<file path="src/design/chc_queue.sv">
// Two-entry queue between the front end and the back end.
module chc_queue #(
  parameter int W = 13
) (
  input  logic         clk,
  input  logic         rst_n,
  input  logic         push,
  input  logic [W-1:0] din,
  input  logic         pop,
  output logic [W-1:0] dout,
  output logic         full,
  output logic         not_empty
);

  logic [W-1:0] ent_r [2];
  logic         wr_ptr_r;
  logic         rd_ptr_r;
  logic [1:0]   cnt_r;
  logic [1:0]   cnt_nxt;

  // Store pushed entries
  always_ff @(posedge clk) begin
    if (push) begin
      ent_r[wr_ptr_r] <= din;
    end
  end

  // Track pointers and fill level
  always_comb begin
    cnt_nxt = cnt_r;
    if (push && !pop) begin
      cnt_nxt = cnt_r + 2'd1;
    end else if (pop && !push) begin
      cnt_nxt = cnt_r - 2'd1;
    end
  end

  always_ff @(posedge clk) begin
    if (!rst_n) begin
      wr_ptr_r <= 1'b0;
      rd_ptr_r <= 1'b0;
      cnt_r    <= 2'd0;
    end else begin
      if (push) begin
        wr_ptr_r <= !wr_ptr_r;
      end
      if (pop) begin
        rd_ptr_r <= !rd_ptr_r;
      end
      cnt_r <= cnt_nxt;
    end
  end

  assign dout      = ent_r[rd_ptr_r];
  assign full      = cnt_r[1];
  assign not_empty = (cnt_r != 2'd0);

endmodule

</file>
<file path="config.mk">
export PLATFORM = sky130hd
export DESIGN_NAME = chc_queue
export DESIGN_NICKNAME = d
export VERILOG_FILES = /design/src/design/chc_queue.sv
export SDC_FILE = /design/constraint.sdc
export NUM_CORES = 1
export LEC_CHECK = 0
export BUFFER_PORTS_ARGS = -buffer_cell sky130_fd_sc_hd__clkbuf_2
export CELL_PAD_IN_SITES_DETAIL_PLACEMENT = 1
export CELL_PAD_IN_SITES_GLOBAL_PLACEMENT = 1
export CORE_ASPECT_RATIO = 0.5
export CORE_MARGIN = 4
export CORE_UTILIZATION = 25
export DETAILED_ROUTE_END_ITERATION = 10
export PLACE_DENSITY_LB_ADDON = 0.15
export SLEW_MARGIN = 5
export SYNTH_ARGS = -nofsm -noshare
export SYNTH_HDL_FRONTEND = slang
export SYNTH_SLANG_ARGS = --single-unit
</file>
<file path="constraint.sdc">
create_clock -name clk -period 1.6 [get_ports clk]
set_input_delay 0.16 -clock clk [delete_from_list [all_inputs] [get_ports clk]]
set_output_delay 0.16 -clock clk [all_outputs]
set_load 0.02 [all_outputs]
</file>
==> reports/metrics.csv, run 1 <==
metric,value,unit
status,"complete, no violations",
Rows,17,
Via density,4.00,
DRC Markers,0,
Avg Inst Size Synth,18.8,sq um
Worst Path Max Fanout,13,
switching share of power,0.225,
post-layout min period,1470,ps
via count,636,
grt ovf,0,
"Async S/R FF share, synth",0,
Synth Cell Area,1140,sq um
crit-path leading delay family,buffers and inverters,
WL/cell,12.6,um
cell taking the most area after synthesis,edfxtp_1,
Iter 0 DRT Violations,0,
most frequent cells in the layout,"clkbuf_2, edfxtp_1, mux2_2",
clk sink count,31,
Worst-path clk slew,60,ps
sw power,0.000433,W
design area,1500,sq um
vias in the first global route,719,
postcts setup bufs,0,
Reg power frac,0.491,
cells after synthesis,61,
type of origin of the critical path,flop,
Synth Register Bits,31,
Post-synth top flop,edfxtp_1,
Setup Skew,5.08,ps
WL final,2000,um
DIE AREA,5790,sq um
Syn-to-layout area delta,30.7,%
Die Y,55.9,um
GP Congestion,0.660,
placed cell area,1390,sq um
WP buf/inv,2,
register area share after synthesis,0.769,
r2r endpoint,cnt_r[1],
Final ANT Viol Nets,0,
nets,119,
R2R Path Start,cnt_r[0],
share of cells above drive strength 1,0.539,
hold_buf cts,0,
Fin. Hold Viols,0,
pwr/cell area,1290,nW/um^2
max_cap viols,0,
internal power,0.00149,W
setup TNS,0,ps
number of gates resized after CTS,0,
CTS root buf,clkbuf_8,
Final Cycle Share,0.919,
TritonCTS clock tree,done,
"commonest non-fill, non-tap cell in the layout",clkbuf_2,
CP Class,flop to output pin,
Max Fclk,680,MHz
first-pass GRT wire length,3350,um
endpoint class of the critical path,output pin,
number of synthesized flops with an enable pin,26,
"Data arrival, critical path",1310,ps
crit path max-delay cell type,mux2_2,
Setup Viol. Count Final,0,
Lkg Pwr,0.589,nW
htree depth,2,
initial core utilization,0.260,
IO buf count,31,
n_diodes,0,
Worst R2R Setup Slack,560,ps
Clock Power Share,0.384,
multi-input logic area,255,sq um
Worst-Margin Slew,176,ps
number of library cell types mapped by synthesis,15,
initial antenna violation count,0,
maximum clock path buffer count,2,
reg2reg path depth,3,
Chip Width,104,um
top cell type's share of synthesized area,0.682,
Reg area,881,sq um
"slowest stage delay, CP",350,ps
largest net degree at the start of global routing,14,
"Net Count, Synth",79,
# fillers,470,
Peak VDD IR,350,uV
largest cells by area after synthesis,"edfxtp_1, mux2_2, dfxtp_1",
relative slew slack,0.883,
Worst path depth,3,
Hold Crit Class,input port to flop,
Core ar.,4400,sq um
router iterations before antenna repair,1,
Comb power frac,0.125,
Max Slew Vio Count,0,
"Req. time, crit path",1440,ps
Skew-Pair Late Insertion Delay,280,ps
end point of the critical path,dout[1],
io pins,32,
worst path cell trace,buf_4 -> mux2_2 -> clkbuf_2,
RSZ-0062 raised after global routing,no,
number of buffers created by CTS,5,
Yosys warning total,0,
total track usage,0.0796,
==> power by group through the flow <==
stage / Sequential (W) / Combinational, W / Clock, W
4_1_cts: 0.000945 / 0.000248 / 0.000758
6_report: 0.000944 / 0.000241 / 0.000738
5_1_grt: 0.000950 / 0.000263 / 0.000805
3_3_place_gp: 0.000959 / 0.000240 / 0
3_5_place_dp: 0.000962 / 0.000247 / 0
2_1_floorplan: 0.000964 / 0.000150 / 0
==> kinds of logic (layout without fill, tap and decap cells) <==
logic type	count (synthesis)	after routing	synth area share
simple gates	8	8	0.0437
compound gates	3	3	0.0175
mux	13	13	0.128
flops	31	31	0.769
fa+ha+maj	1	1	0.0109
buf+inv	2	43	0.00764
xor+xnor	3	3	0.0230
==> worst min-delay path by stage <==
stage / startpoint / endpoint / cells past startpoint
final: din[2] / ent_r[1][2] / 1
after global routing: din[11] / ent_r[1][11] / 1
after CTS: din[9] / ent_r[0][9] / 1
after detailed placement: din[9] / ent_r[1][9] / 1
after global placement: din[7] / ent_r[1][7] / 1
after floorplan: din[0] / ent_r[0][0] / 0
==> layout make-up <==
type | count | area share
Sequential cell | 31 | 0.589
Multi-Input combinational cell | 28 | 0.171
Timing Repair Buffer | 34 | 0.119
Tap cell | 57 | 0.0477
Clock buffer | 5 | 0.0460
Clock inverter | 3 | 0.0259
Inverter | 1 | 0.00251
==> through the flow <==
| stage | hold slack [ps] | std cells | power, W | worst slack (ps) | utilization |
|---|---|---|---|---|---|
| 2_1_floorplan | 259 | 61 | 0.00111 | 268 | - |
| 3_3_place_gp | 351 | 151 | 0.00120 | 438 | 0.315 |
| 3_5_place_dp | 355 | 151 | 0.00121 | 386 | 0.315 |
| 4_1_cts | 50.7 | 159 | 0.00195 | 92.7 | 0.340 |
| 5_1_grt | 54.2 | 159 | 0.00202 | 45.9 | 0.340 |
| 6_report | 65.3 | 159 | 0.00192 | 129 | 0.340 |
==> state kept, by name, indices dropped and copies added, names as in the netlist, named ones only <==
signal,cells
rd_ptr_r,1
wr_ptr_r,1
ent_r,26
cnt_r,2
==> per-layer routing <==
layer / up-vias / GRT usage / routed length [um]
met5: - / 0 / 0
met4: 0 / 0.0682 / 74
met3: 8 / 0.0348 / 96
met2: 17 / 0.128 / 1030
met1: 301 / 0.0806 / 806
li1: 310 / - / -
==> synthesized netlist by cell type, types with 2 or more instances <==
cell,number
mux2_2,13
and2_1,4
edfxtp_1,26
dfxtp_1,5
xor2_1,2
nor2b_1,2
(Power assumes the default switching activity.)
==> run 2: changes to the inputs <==
--- a/config.mk
+++ b/config.mk
@@ -6,8 +6,6 @@
 export NUM_CORES = 1
 export LEC_CHECK = 0
 export BUFFER_PORTS_ARGS = -buffer_cell sky130_fd_sc_hd__clkbuf_2
-export CELL_PAD_IN_SITES_DETAIL_PLACEMENT = 1
-export CELL_PAD_IN_SITES_GLOBAL_PLACEMENT = 1
 export CORE_ASPECT_RATIO = 0.5
 export CORE_MARGIN = 4
 export CORE_UTILIZATION = 25
==> run 2 against run 1 <==
Clock skew grew 3.1 ps. Global-route usage shrank 0.30 points. Routed wire length shrank 0.65%. Sequential power is essentially flat. First-iteration DRC count grew 26. Hold slack gained 4.1 ps. Utilization is the same. Die area is the same. Largest power group unchanged. Design area is the same. Setup slack is essentially flat. Critical path type unchanged. Maximum frequency is essentially flat. Largest cell class unchanged. Via count grew 0.16%.
==> reports/metrics.csv, run 2 (synthesized netlist as in run 1, its figures left out) <==
metric,value,unit
Fin. Hold Viols,0,
Final Cycle Share,0.919,
IO buf count,31,
setup TNS,0,ps
clk sink count,31,
CTS root buf,clkbuf_8,
share of cells above drive strength 1,0.539,
endpoint class of the critical path,output pin,
WP buf/inv,2,
"slowest stage delay, CP",360,ps
"Data arrival, critical path",1310,ps
# fillers,442,
r2r endpoint,ent_r[0][11],
"commonest non-fill, non-tap cell in the layout",clkbuf_2,
Rows,17,
Chip Width,104,um
max reg flops,26,
post-route insts no fill,159,
DIE AREA,5790,sq um
crit path max-delay cell type,mux2_2,
DP Worst Slack,414,ps
first-pass GRT wire length,3270,um
Setup Skew,8.17,ps
initial antenna violation count,0,
Lkg Pwr,0.589,nW
largest net degree at the start of global routing,14,
htree depth,2,
number of gates resized after CTS,0,
n_diodes,0,
reg2reg path depth,2,
hold_buf cts,0,
io pins,32,
slack of the critical path,129,ps
relative slew slack,0.871,
number of buffers created by CTS,5,
DRC Markers,0,
Worst-Margin Slew,194,ps
end point of the critical path,dout[8],
R2R Path Start,wr_ptr_r,
Min Hold Slack,69.4,ps
Hold Crit Class,input port to flop,
Worst Path Max Fanout,13,
CP Class,flop to output pin,
router iterations before antenna repair,6,
total track usage,0.0767,
Max Slew Vio Count,0,
Final ANT Viol Nets,0,
Cells after DPL,151,
vias in the first global route,695,
most frequent cells in the layout,"clkbuf_2, edfxtp_1, mux2_2",
TritonCTS clock tree,done,
WL/cell,12.5,um
crit-path leading delay family,buffers and inverters,
Max Fclk,680,MHz
Worst R2R Setup Slack,580,ps
postcts setup bufs,0,
Worst-path clk slew,70,ps
WL final,1990,um
Worst path depth,3,
Reg with most FFs,ent_r,
initial core utilization,0.260,
type of origin of the critical path,flop,
Die Y,55.9,um
Peak VDD IR,329,uV
RSZ-0062 raised after global routing,no,
status,"complete, no violations",
via count,637,
Syn-to-layout area delta,30.7,%
Core ar.,4400,sq um
Skew-Pair Late Insertion Delay,280,ps
Iter 0 DRT Violations,26,
grt ovf,0,
pwr/cell area,1280,nW/um^2
worst path cell trace,buf_4 -> mux2_2 -> clkbuf_2,
maximum clock path buffer count,2,
hpwl dp,1360,um
"Req. time, crit path",1440,ps
largest registers,"ent_r (26), cnt_r (2)",
nets,119,
Via density,4.01,
post-layout min period,1470,ps
max_cap viols,0,
Setup Viol. Count Final,0,
GP Congestion,0.624,
run 2: where the power goes:
group	switching [W]	internal [W]
Combinational	0.000135	0.000107
Sequential	0.0000153	0.000928
Clock	0.000281	0.000455
Total	0.000432	0.00149
run 2: area by class of cell:
| cell class | instances | area (sq um) | area share |
|---|---|---|---|
| clock buffers | 5 | 68.8 | 0.0460 |
| repair buffers | 34 | 178 | 0.119 |
| multi-input cells | 28 | 255 | 0.171 |
| inverters | 1 | 3.75 | 0.00251 |
| clock inverters | 3 | 38.8 | 0.0259 |
| flip-flops and latches | 31 | 881 | 0.589 |
| well taps | 57 | 71.3 | 0.0477 |
run 2: worst reg2reg max path: cells and delay by family, from the launching register on:
family / cells / cell delay (ps)
buf+inv: 1 / 250
simple gates: 1 / 140
flops: 1 / 320
run 2: per-stage QoR:
step,util,cell area (sq um),power (W)
after global routing,0.340,1500,0.00202
after floorplan,-,1140,0.00111
after detailed placement,0.315,1390,0.00121
after CTS,0.340,1500,0.00195
final,0.340,1500,0.00192
after global placement,0.315,1390,0.00121
run 2: metal layers:
metal | vias up | track usage | part of all wire | wire length [um]
li1 | 305 | - | - | -
met1 | 308 | 0.0815 | 0.45 | 891
met2 | 17 | 0.122 | 0.46 | 917
met3 | 7 | 0.0382 | 0.063 | 126
met4 | 0 | 0.0511 | 0.028 | 55
met5 | - | 0 | 0 | 0
run 2: worst min-delay path by stage:
stage / depth (start not counted) / from / endpoint
2_1_floorplan: 0 / din[0] / ent_r[0][0]
3_3_place_gp: 1 / din[4] / ent_r[1][4]
3_5_place_dp: 1 / din[4] / ent_r[1][4]
4_1_cts: 1 / din[4] / ent_r[1][4]
5_1_grt: 1 / din[8] / ent_r[1][8]
6_report: 1 / din[10] / ent_r[0][10]
==> run 3: changes to the inputs <==
--- a/config.mk
+++ b/config.mk
@@ -5,11 +5,11 @@
 export SDC_FILE = /design/constraint.sdc
 export NUM_CORES = 1
 export LEC_CHECK = 0
-export BUFFER_PORTS_ARGS = -buffer_cell sky130_fd_sc_hd__clkbuf_2
 export CORE_ASPECT_RATIO = 0.5
 export CORE_MARGIN = 4
 export CORE_UTILIZATION = 25
 export DETAILED_ROUTE_END_ITERATION = 10
+export DONT_BUFFER_PORTS = 1
 export PLACE_DENSITY_LB_ADDON = 0.15
 export SLEW_MARGIN = 5
 export SYNTH_ARGS = -nofsm -noshare
==> run 3 against run 2 <==
Hold slack worse by 53 ps. Combinational power decreased by 12%. Routed wire length fell by 4.7%. Cell count shrank 10%. Highest routed layer unchanged.
==> reports/metrics.csv, run 3 (synthesized netlist as in run 1, its figures left out) <==
metric,value,unit
Core ar.,4400,sq um
max reg flops,26,
postcts setup bufs,0,
maximum clock path buffer count,2,
nets,103,
Setup Viol. Count Final,0,
Die Y,55.9,um
router iterations before antenna repair,2,
vias in the first global route,638,
Max Fclk,732,MHz
Worst-path clk slew,60,ps
type of origin of the critical path,flop,
slack of the critical path,234,ps
Chip Width,104,um
status,"complete, no violations",
clk sink count,31,
initial antenna violation count,0,
largest registers,"ent_r (26), cnt_r (2)",
DRC Markers,0,
grt ovf,0,
DP Worst Slack,516,ps
htree depth,2,
"Req. time, crit path",1440,ps
"commonest non-fill, non-tap cell in the layout",edfxtp_1,
Min Hold Slack,16.2,ps
TritonCTS clock tree,done,
post-layout min period,1370,ps
Lkg Pwr,0.507,nW
Max Slew Vio Count,0,
Peak VDD IR,269,uV
IO buf count,0,
first-pass GRT wire length,3140,um
Syn-to-layout area delta,27.7,%
hpwl dp,1350,um
io pins,32,
initial core utilization,0.260,
relative slew slack,0.824,
DIE AREA,5790,sq um
RSZ-0062 raised after global routing,no,
Setup Skew,1.62,ps
setup TNS,0,ps
Via density,3.92,
share of cells above drive strength 1,0.267,
Hold Crit Class,input port to flop,
Worst Path Max Fanout,13,
n_diodes,0,
max_cap viols,0,
total track usage,0.0745,
most frequent cells in the layout,"edfxtp_1, dlygate4sd3_1, mux2_2",
Worst-Margin Slew,263,ps
Fin. Hold Viols,0,
WL/cell,13.3,um
CP Class,flop to output pin,
WL final,1900,um
GP Congestion,0.701,
Skew-Pair Late Insertion Delay,270,ps
Iter 0 DRT Violations,13,
Rows,17,
number of buffers created by CTS,5,
endpoint class of the critical path,output pin,
total power,0.00172,W
Reg with most FFs,ent_r,
CTS root buf,clkbuf_8,
"Data arrival, critical path",1210,ps
Final ANT Viol Nets,0,
Final Cycle Share,0.854,
via count,561,
largest net degree at the start of global routing,14,
pwr/cell area,1180,nW/um^2
[run 3: cell count changes in the layout (fill, tap and decap cells not counted), sizes merged]
cell,change
buf,+1
dlygate4sd3,+14
bufinv,-1
clkbuf,-28
clkinv,-2
[run 3: final timing paths]
| kind | start | to | slack (ps) | cells after the start |
|---|---|---|---|---|
| max reg2reg | cnt_r[0] | cnt_r[1] | 580 | 3 |
| min reg2reg | rd_ptr_r | rd_ptr_r | 590 | 2 |
| min | rst_n | rd_ptr_r | 20 | 1 |
| max | flop | dout[4] | 230 | 2 |
[run 3: timing repair]
item / in CTS / in global routing
endpoints found under the hold margin: 28 / 0
hold buffers: 14 / 0
gates resized for setup: 0 / 0
[run 3: where the power goes]
part / internal [W] / switching, W
combinational: 0.0000935 / 0.000119
sequential: 0.000928 / 0.0000204
clock: 0.000308 / 0.000249
[run 3: critical path: stages (launching register included)]
cell	delay (ps)
dfxtp_1	300
buf_4	210
mux2_2	420
[run 3: cell type report]
class,count,area [sq um]
clock buffers,8,80.1
fillers,419,2940
inverters,1,3.75
multi-input cells,28,255
flip-flops and latches,31,881
well taps,57,71.3
repair buffers,18,170
[run 3: layer usage]
| layer | vias to the layer above | global-route usage | routed length (um) |
|---|---|---|---|
| met1 | 264 | 0.0753 | 781 |
| li1 | 274 | - | - |
| met4 | 0 | 0.0511 | 48 |
| met2 | 17 | 0.119 | 929 |
| met5 | - | 0 | 0 |
| met3 | 6 | 0.0417 | 138 |
[run 3: metrics by stage]
stage | cell area [sq um] | util | std cells
floorplan | 1140 | - | 61
global placement | 1240 | 0.282 | 121
detailed placement | 1240 | 0.282 | 121
CTS | 1460 | 0.332 | 143
global route | 1460 | 0.332 | 143
finish | 1460 | 0.332 | 143
