### src/design/chc_pkg.sv
// Shared types and constants for the chunk I/O heat classifier.
package chc_pkg;

  // Field and register widths
  localparam int SECTOR_W    = 32;
  localparam int OUT_COUNT_W = 32;
  localparam int SHIFT_W     = 5;
  localparam int CHUNKS_W    = 11;
  localparam int RATIO_W     = 8;
  localparam int HOT_W       = 16;
  localparam int CFG_IDX_W   = 2;
  localparam int CFG_DATA_W  = 16;
  localparam int MODE_W      = 2;

  // Configuration register indexes
  localparam logic [CFG_IDX_W-1:0] CFG_CHUNK_SHIFT     = 2'd0;
  localparam logic [CFG_IDX_W-1:0] CFG_CHUNKS_IN_USE   = 2'd1;
  localparam logic [CFG_IDX_W-1:0] CFG_DOMINANCE_RATIO = 2'd2;
  localparam logic [CFG_IDX_W-1:0] CFG_HOT_LEVEL       = 2'd3;

  // Configuration reset values
  localparam logic [SHIFT_W-1:0]  RST_CHUNK_SHIFT     = 5'd11;
  localparam logic [CHUNKS_W-1:0] RST_CHUNKS_IN_USE   = 11'd1024;
  localparam logic [RATIO_W-1:0]  RST_DOMINANCE_RATIO = 8'd10;
  localparam logic [HOT_W-1:0]    RST_HOT_LEVEL       = 16'd100;

  // Function codes
  localparam logic FUNC_ACCOUNT = 1'b0;
  localparam logic FUNC_QUERY   = 1'b1;

  // Mode codes
  localparam logic [MODE_W-1:0] MODE_READ_HOT  = 2'd0;
  localparam logic [MODE_W-1:0] MODE_WRITE_HOT = 2'd1;
  localparam logic [MODE_W-1:0] MODE_BOTH_HOT  = 2'd2;
  localparam logic [MODE_W-1:0] MODE_BOTH_COLD = 2'd3;

  // Control fields of one queued item
  typedef struct packed {
    logic func;
    logic is_write;
    logic oor;
  } qctl_t;

  // Configuration the back end needs
  typedef struct packed {
    logic [RATIO_W-1:0] ratio;
    logic [HOT_W-1:0]   hot_level;
  } cfg_regs_t;

endpackage

### src/design/chc_front.sv
// Front end: configuration registers, chunk index and range check, queue push.
module chc_front
  import chc_pkg::*;
#(
  parameter int MAX_CHUNKS = 1024,
  parameter int IDX_W      = 10
) (
  input  logic                  clk,
  input  logic                  rst_n,
  input  logic                  in_valid,
  input  logic                  in_func,
  input  logic [SECTOR_W-1:0]   in_sector,
  input  logic                  in_is_write,
  output logic                  in_stall,
  input  logic                  cfg_valid,
  input  logic [CFG_IDX_W-1:0]  cfg_index,
  input  logic [CFG_DATA_W-1:0] cfg_data,
  output logic                  cfg_ready,
  input  logic                  q_full,
  input  logic                  clear_done,
  output logic                  push,
  output qctl_t                 push_ctl,
  output logic [IDX_W-1:0]      push_idx,
  output cfg_regs_t             cfg
);

  logic [SHIFT_W-1:0]  shift_r;
  logic [CHUNKS_W-1:0] chunks_r;
  logic [RATIO_W-1:0]  ratio_r;
  logic [HOT_W-1:0]    hot_r;
  logic [SECTOR_W-1:0] idx_full;
  logic                in_range;

  assign cfg_ready = 1'b1;

  // Update configuration registers on a write transfer
  always_ff @(posedge clk) begin
    if (!rst_n) begin
      shift_r  <= RST_CHUNK_SHIFT;
      chunks_r <= RST_CHUNKS_IN_USE;
      ratio_r  <= RST_DOMINANCE_RATIO;
      hot_r    <= RST_HOT_LEVEL;
    end else if (cfg_valid && cfg_ready) begin
      unique case (cfg_index)
        CFG_CHUNK_SHIFT:     shift_r  <= cfg_data[SHIFT_W-1:0];
        CFG_CHUNKS_IN_USE:   chunks_r <= cfg_data[CHUNKS_W-1:0];
        CFG_DOMINANCE_RATIO: ratio_r  <= cfg_data[RATIO_W-1:0];
        CFG_HOT_LEVEL:       hot_r    <= cfg_data[HOT_W-1:0];
        default: ;
      endcase
    end
  end

  assign cfg.ratio     = ratio_r;
  assign cfg.hot_level = hot_r;

  // Map sector to chunk and check it against the chunks in use
  assign idx_full = in_sector >> shift_r;
  assign in_range = (idx_full < SECTOR_W'(chunks_r)) &&
                    (idx_full < SECTOR_W'(MAX_CHUNKS));

  // Hold off input while the queue is full or the counters are being cleared
  assign in_stall = q_full || !clear_done;
  assign push     = in_valid && !in_stall;

  assign push_ctl.func     = in_func;
  assign push_ctl.is_write = in_is_write;
  assign push_ctl.oor      = !in_range;
  assign push_idx          = idx_full[IDX_W-1:0];

endmodule

### config.mk
export PLATFORM = sky130hd
export DESIGN_NAME = chc_front
export DESIGN_NICKNAME = d
export VERILOG_FILES = /design/src/design/chc_pkg.sv /design/src/design/chc_front.sv
export SDC_FILE = /design/constraint.sdc
export NUM_CORES = 1
export LEC_CHECK = 0
export CELL_PAD_IN_SITES_DETAIL_PLACEMENT = 1
export CELL_PAD_IN_SITES_GLOBAL_PLACEMENT = 1
export CORE_MARGIN = 2
export CORE_UTILIZATION = 35
export CTS_BUF_LIST = sky130_fd_sc_hd__clkbuf_4 sky130_fd_sc_hd__clkbuf_8
export CTS_CLUSTER_DIAMETER = 80
export DETAILED_ROUTE_END_ITERATION = 10
export DONT_BUFFER_PORTS = 1
export PLACE_DENSITY = 0.62
export RECOVER_POWER = 25
export SLEW_MARGIN = 20
export SYNTH_ARGS = -nofsm -noshare
export SYNTH_HDL_FRONTEND = slang
export SYNTH_SLANG_ARGS = --single-unit
### constraint.sdc
create_clock -name clk -period 4.95 [get_ports clk]
set_input_delay 0.99 -clock clk [delete_from_list [all_inputs] [get_ports clk]]
set_output_delay 0.99 -clock clk [all_outputs]
set_load 0.02 [all_outputs]
==> results of run 1 <==
[worst paths after layout]
check | to | slack [ns] | start | depth (start not counted)
max reg2reg | shift_r[0] | 3.59 | shift_r[0] | 3
max | push_ctl[0] | 0.32 | shift_r[1] | 17
min | chunks_r[6] | 0.53 | chunks_r[6] | 2
min reg2reg | chunks_r[6] | 0.53 | chunks_r[6] | 2
[repair_timing]
action / CTS / global route
resized for setup: 0 / 4
endpoints found under the setup margin: 0 / 1
hold endpoints to repair: 0 / 0
[cell usage in the layout (no fill, tap or decap), types with 2 or more instances in the layout]
master and n:
sky130_fd_sc_hd__a211oi_1 5, sky130_fd_sc_hd__a21boi_0 19, sky130_fd_sc_hd__a21o_1 3, sky130_fd_sc_hd__a21oi_1 14, sky130_fd_sc_hd__a31oi_1 4, sky130_fd_sc_hd__a41oi_1 2
sky130_fd_sc_hd__and3_1 2, sky130_fd_sc_hd__buf_4 21, sky130_fd_sc_hd__clkbuf_8 5, sky130_fd_sc_hd__clkinv_2 2, sky130_fd_sc_hd__dfxtp_1 38, sky130_fd_sc_hd__ha_1 10
sky130_fd_sc_hd__inv_1 15, sky130_fd_sc_hd__inv_2 4, sky130_fd_sc_hd__mux2_1 8, sky130_fd_sc_hd__mux2_2 4, sky130_fd_sc_hd__mux2_4 4, sky130_fd_sc_hd__mux2i_1 48
sky130_fd_sc_hd__mux2i_2 3, sky130_fd_sc_hd__mux4_2 11, sky130_fd_sc_hd__nand2_1 97, sky130_fd_sc_hd__nand2b_1 2, sky130_fd_sc_hd__nand3_1 7, sky130_fd_sc_hd__nand3b_1 2
sky130_fd_sc_hd__nor2_1 24, sky130_fd_sc_hd__nor2b_1 14, sky130_fd_sc_hd__nor3_1 8, sky130_fd_sc_hd__o211ai_1 6, sky130_fd_sc_hd__o21ai_0 12, sky130_fd_sc_hd__o21ai_1 9
sky130_fd_sc_hd__o22ai_1 4, sky130_fd_sc_hd__or4_1 2
[per-stage QoR]
stage	hold slack [ns]	utilization, %	instance area (sq um)
2_1_floorplan	0.486	-	3520
3_3_place_gp	0.500	37.6	3670
3_5_place_dp	0.513	37.6	3670
4_1_cts	0.534	38.5	3760
5_1_grt	0.559	38.6	3770
6_report	0.528	38.6	3770
[cell type report]
cell class,count,area (sq um)
inverters,20,77.6
repair buffers,21,158
fillers,1203,6000
well taps,133,166
flip-flops and latches,40,806
clock buffers,5,68.8
multi-input cells,348,2480
clock inverters,3,18.8
[critical path, delay by kind of cell, from the launching register on]
family / cells / cell delay [ns]
multiplexers: 2 / 0.52
AO/OA/AOI/OAI: 8 / 1.20
buffers and inverters: 2 / 0.43
flip-flops: 1 / 0.47
AND/OR/NAND/NOR: 4 / 0.36
adder cells (fa/ha/maj): 1 / 0.34
[state kept, by name, indices dropped and copies added (netlist names)]
name,count
hot_r,16
shift_r,5
chunks_r,11
ratio_r,8
[cell families after synthesis]
group / after synthesis / synth area share, %
buf+inv: 54 / 7.11
compound gates: 93 / 18.1
other cells: 1 / 0.107
mux: 79 / 27.8
flops: 40 / 22.8
simple gates: 165 / 20.6
fa+ha+maj: 10 / 3.55
[layer usage]
metal	wire (um)	part of all wire [%]	vias to the layer above	track usage [%]
met3	868	8.0	16	6.39
li1	-	-	1553	-
met4	138	1.3	0	4.05
met1	5040	47	1536	27.0
met2	4750	44	89	30.5
met5	0	0	-	0
[report_power, final]
group / switching [W] / total [W] / internal [W]
sequential: 0.0000228 / 0.000356 / 0.000333
combinational: 0.000162 / 0.000288 / 0.000126
clock: 0.000117 / 0.000215 / 0.0000983
total: 0.000302 / 0.000860 / 0.000558
==> implementation parameters, run 1 <==
Parameter                              Value

Status
  Result of the run    finished clean

Hold path
  Worst hold-check path type    register to register

CTS
  Buffers inserted by post-CTS timing repair    0
  Number of clock buffers inserted by TritonCTS    5
  Clock tree root driver cell    sky130_fd_sc_hd__clkbuf_8
  Clock sink count    40
  Skew-Pair Late Insertion Delay    0.29 ns
  Total of hold buffers inserted after clock tree synthesis    0
  Clock tree from TritonCTS    yes
  H-tree lvl count    2
  Maximum root-to-sink buffer count    2
  Clk slew on worst S/H paths    0.08 ns

Logic synthesis
  Main synth FF type    sky130_fd_sc_hd__dfxtp_1
  Most instantiated library cell after synthesis    sky130_fd_sc_hd__nand2_1
  Top-area cell type share of the netlist area    22.8%
  Count of flip-flops with a built-in enable after synthesis    0
  Commonest cells post-synth    sky130_fd_sc_hd__nand2_1 (97), sky130_fd_sc_hd__mux2i_1 (50), sky130_fd_sc_hd__dfxtp_1 (40)
  Synth async-reset ratio    0%
  Cells after synthesis    442
  Leading area contributor after synthesis    sky130_fd_sc_hd__dfxtp_1
  Number of distinct standard cells referenced by the synthesized netlist    59
  Sequential-to-total area share from yosys stat    22.8%
  Cell Area, Synth    3520 sq um
  Top cells by area in the synthesized netlist    sky130_fd_sc_hd__dfxtp_1 (23%), sky130_fd_sc_hd__mux2i_1 (14%), sky130_fd_sc_hd__nand2_1 (10%)
  Yosys Warn Count    0
  Average footprint of a synthesized cell    7.96 sq um
  Mapped Nets    510
  FF+latch count, synth    40

Floorplanning
  Overall die width    104 um
  Initial Utilization    36.0%
  Count of pins on the block boundary    98
  Chip Height    104 um
  DIE AREA    10900 sq um
  Standard-cell row count    36
  CORE AREA    9770 sq um

Routing
  Drt drc    0
  Post-route ant nets    0
  Via count of the routed design    3194
  Via-per-instance ratio    5.60
  Wire length reported by the detailed router    10.8 mm
  Average wire per standard cell    18.9 um
  First-pass detailed-route iteration total    4
  Starting DRC count in detailed routing    162

Timing
  F_max    216 MHz
  Setup repair after global routing missed its margin    no
  Tmin final    4.63 ns
  Setup clock skew after layout    0 ns
  Total of endpoints with negative setup slack in the final report    0
  Slew Viols, Final    0
  Tightest Pin Transition    1.16 ns
  Fin worst setup slack    0.322 ns
  Final worst path period share    93.5%
  Final TNS setup    0 ns
  Worst relative slew slack    22.8%
  Final Hold Vio Count    0

Finish
  Number of diodes    0
  Relative area change from synthesis to final layout    7.15%
  Post-Layout Cell Count    570
  Final layout net count    504
  Fraction of final layout cells sized beyond drive strength 1    14.2%

Global routing
  Pin count of the biggest net entering global routing    41
  First-pass GRT wire length    17.7 mm
  Number of antenna violations at the first check in global routing    0
  Number of global-route vias before repair    3335
  Total gr overflow    0
  GRT Resource Usage Total    19.8%

Place
  Worst setup slack before clock tree synthesis    0.373 ns
  Placed cell count    562
  Number of input and output port buffers inserted    0
  Post-detailed-placement half-perimeter wirelength    8.57 mm
  Global placement routability congestion    0.891

Setup path
  CP Cell Sequence    buf_4 > mux2i_2 > nand2_1 > o21ai_1 > mux2_2 > nor2_1 > a21oi_1 > o21ai_1 > ha_1 > a21o_1 > a21o_1 > a21oi_1 > and3_1 > nand2_1 > o21ai_0 > o211ai_1 > buf_4
  Type of the worst setup path    register to output pin
  Arrival time at the worst endpoint    3.64 ns
  CP Data Required Time    3.96 ns
  Startpoint types    register
  Worst setup EP type    output pin
  Crit-path max cell delay    0.47 ns
  Highest net fanout along the worst path    13
  CP max-delay cell    sky130_fd_sc_hd__dfxtp_4

Power
  Standby leakage power    1.53 nW
  Ratio of total power to cell area    228 nW/um^2
  Max VDD drop    192 uV
  Pwr Total    0.000860 W

Run
  Maxcap violations    0
No activity file was read; power rests on OpenSTA's default activity.
==> run 2, diff against run 1 <==
CORE_UTILIZATION = 44   (was 35)
GPL_TIMING_DRIVEN = 0   (was not set)
PLACE_DENSITY = 0.76   (was 0.62)
==> implementation parameters, run 2 (synthesis results as in run 1) <==
Parameter                              Value

Status
  Result of the run    finished clean

CTS
  Clock tree from TritonCTS    yes
  Clk slew on worst S/H paths    0.08 ns (about the same)
  Clock tree root driver cell    sky130_fd_sc_hd__clkbuf_8
  Clock sink count    40 (unchanged)
  Skew-Pair Late Insertion Delay    0.29 ns (about the same)
  Total of hold buffers inserted after clock tree synthesis    0 (unchanged)
  Maximum root-to-sink buffer count    2 (unchanged)
  H-tree lvl count    2 (unchanged)
  Number of clock buffers inserted by TritonCTS    5 (unchanged)

Routing
  Average wire per standard cell    20.2 um (+6.8%)
  Starting DRC count in detailed routing    128 (-21%)
  Wire length reported by the detailed router    11.3 mm (+5.2%)
  Drt drc    0 (unchanged)
  First-pass detailed-route iteration total    4 (unchanged)
  Post-route ant nets    0 (unchanged)
  Via count of the routed design    3365 (+5.4%)
  Via-per-instance ratio    6.00 (+7.0%)

Timing
  Setup clock skew after layout    0 ns (unchanged)
  Fin worst setup slack    0.0880 ns (-0.234 ns)
  Worst relative slew slack    26.7% (+3.9 points)
  F_max    206 MHz (-4.8%)
  Tightest Pin Transition    1.10 ns (-0.0591 ns)
  Tmin final    4.86 ns (+0.234 ns)
  Final worst path period share    98.2% (+4.7 points)
  Total of endpoints with negative setup slack in the final report    0 (unchanged)
  Final TNS setup    0 ns (unchanged)
  Final Hold Vio Count    0 (unchanged)
  Slew Viols, Final    0 (unchanged)

Global routing
  First-pass GRT wire length    17.6 mm (-0.35%)
  Met2 track demand over resource in global routing    46.6% (+16 points)
  GRT Resource Usage Total    25.6% (+5.9 points)
  M1 GR Usage    30.6% (+3.6 points)
  Number of global-route vias before repair    3458 (+3.7%)
  Pin count of the biggest net entering global routing    20 (-51%)
  GRT Max-Usage Layer    met2
  Total gr overflow    0 (unchanged)
  Met3 usage    4.59% (-1.8 points)
  Number of antenna violations at the first check in global routing    0 (unchanged)

Setup path
  Crit-path max cell delay    0.37 ns (-0.10 ns)
  Startpoint types    register
  CP Data Required Time    3.96 ns (about the same)
  Highest net fanout along the worst path    10 (-3)
  Worst setup EP type    output pin
  CP max-delay cell    sky130_fd_sc_hd__mux2_2
  Arrival time at the worst endpoint    3.87 ns (+0.23 ns)
  CP Cell Sequence    buf_4 > buf_4 > inv_2 > buf_2 > mux2_2 > nor2_1 > a21oi_2 > o21ai_4 > ha_1 > a21o_1 > a21o_1 > a21oi_2 > and3_4 > nand2_1 > o21ai_2 > o211ai_1
  Type of the worst setup path    register to output pin

Power
  Max VDD drop    234 uV (+22%)
  Standby leakage power    1.63 nW (+7.1%)
  Ratio of total power to cell area    259 nW/um^2 (+14%)

Finish
  Relative area change from synthesis to final layout    12.9%
  Top reg by flops    hot_r
  Largest regs    hot_r x16, chunks_r x11, ratio_r x8
  Core Util, Final    51.4% (+13 points)
  Fraction of final layout cells sized beyond drive strength 1    16.8% (+2.6 points)
  Max FFs per register    16 (unchanged)
  Most common library cell in the layout ignoring fill and taps    sky130_fd_sc_hd__nand2_1
  Commonest non-fill, non-tap cells in the layout    sky130_fd_sc_hd__nand2_1 (97), sky130_fd_sc_hd__mux2i_1 (50), sky130_fd_sc_hd__dfxtp_1 (40)
  Number of diodes    0 (unchanged)
  Final layout net count    526 (+4.4%)

Place
  Global placement routability congestion    0.921 (+3.4%)
  Worst setup slack before clock tree synthesis    -0.118 ns (-0.491 ns)
  Number of input and output port buffers inserted    0 (unchanged)
  Post-detailed-placement half-perimeter wirelength    9.02 mm (+5.2%)

Floorplanning
  Chip Height    93.4 um (-10%)
  CORE AREA    7730 sq um (-21%)
  DIE AREA    8730 sq um (-20%)
  Overall die width    93.4 um (-10%)
  Standard-cell row count    32 (-11%)
  Initial Utilization    45.5% (+9.5 points)
  Count of pins on the block boundary    98 (unchanged)

Run
  Maxcap violations    0 (unchanged)

Hold path
  Worst hold-check path type    register to register
==> run 2: final cells by class <==
type                       count  area (sq um)
timing repair buffer          11          82.6
fill                         933          3750
multi-input combinational    348          2530
clock inverter                 3          90.1
inverter                      20          77.6
tap                          102           128
clock buffer                   5          68.8
sequential                    40           801
buffer                        32           198
==> run 2: worst paths after layout <==
path               startpoint     endpoint  slack [ns]  depth (start not counted)
setup reg to reg   shift_r[2]   shift_r[2]        3.36                          7
setup / recovery   shift_r[2]  push_ctl[0]        0.09                         16
hold reg to reg   chunks_r[3]  chunks_r[3]        0.53                          2
hold / removal    chunks_r[3]  chunks_r[3]        0.53                          2
==> run 2: what timing repair did <==
action,in CTS,in global routing
gates resized for setup,17,17
setup buffers,1,10
cloned,0,0
setup endpoints to repair,1,1
endpoints found under the hold margin,0,0
pin swaps,2,0
==> run 2: where the power goes <==
| group | internal [W] | switching [W] | leakage (nW) |
|---|---|---|---|
| clock | 0.000252 | 0.000120 | 0.0784 |
| combinational | 0.000129 | 0.000179 | 1.23 |
| sequential | 0.000334 | 0.0000171 | 0.326 |
==> run 2: stage by stage <==
step           hold slack, ns  instances  cell area [sq um]  power, W
6_report                0.527        561               3970   0.00103
5_1_grt                 0.550        561               3970   0.00108
4_1_cts                 0.535        552               3850   0.00102
3_5_place_dp            0.515        544               3650  0.000642
3_3_place_gp            0.502        544               3650  0.000634
2_1_floorplan           0.486        442               3520  0.000578
==> run 2: per-layer routing <==
layer  up-vias  part of all wire, %  wire [um]
met3        15                  6.6        750
met2       123                   51       5810
met4         0                  1.9        217
li1       1599                    -          -
met1      1628                   40       4570
met5         -                    0          0
==> run 2: critical path: cells and delay by family (launching register included) <==
kind                     cells  cell delay (ns)
AND/OR/NAND/NOR              3             0.39
flip-flops                   1             0.31
adder cells (fa/ha/maj)      1             0.29
multiplexers                 1             0.37
buffers and inverters        4             0.89
AO/OA/AOI/OAI                7             1.32
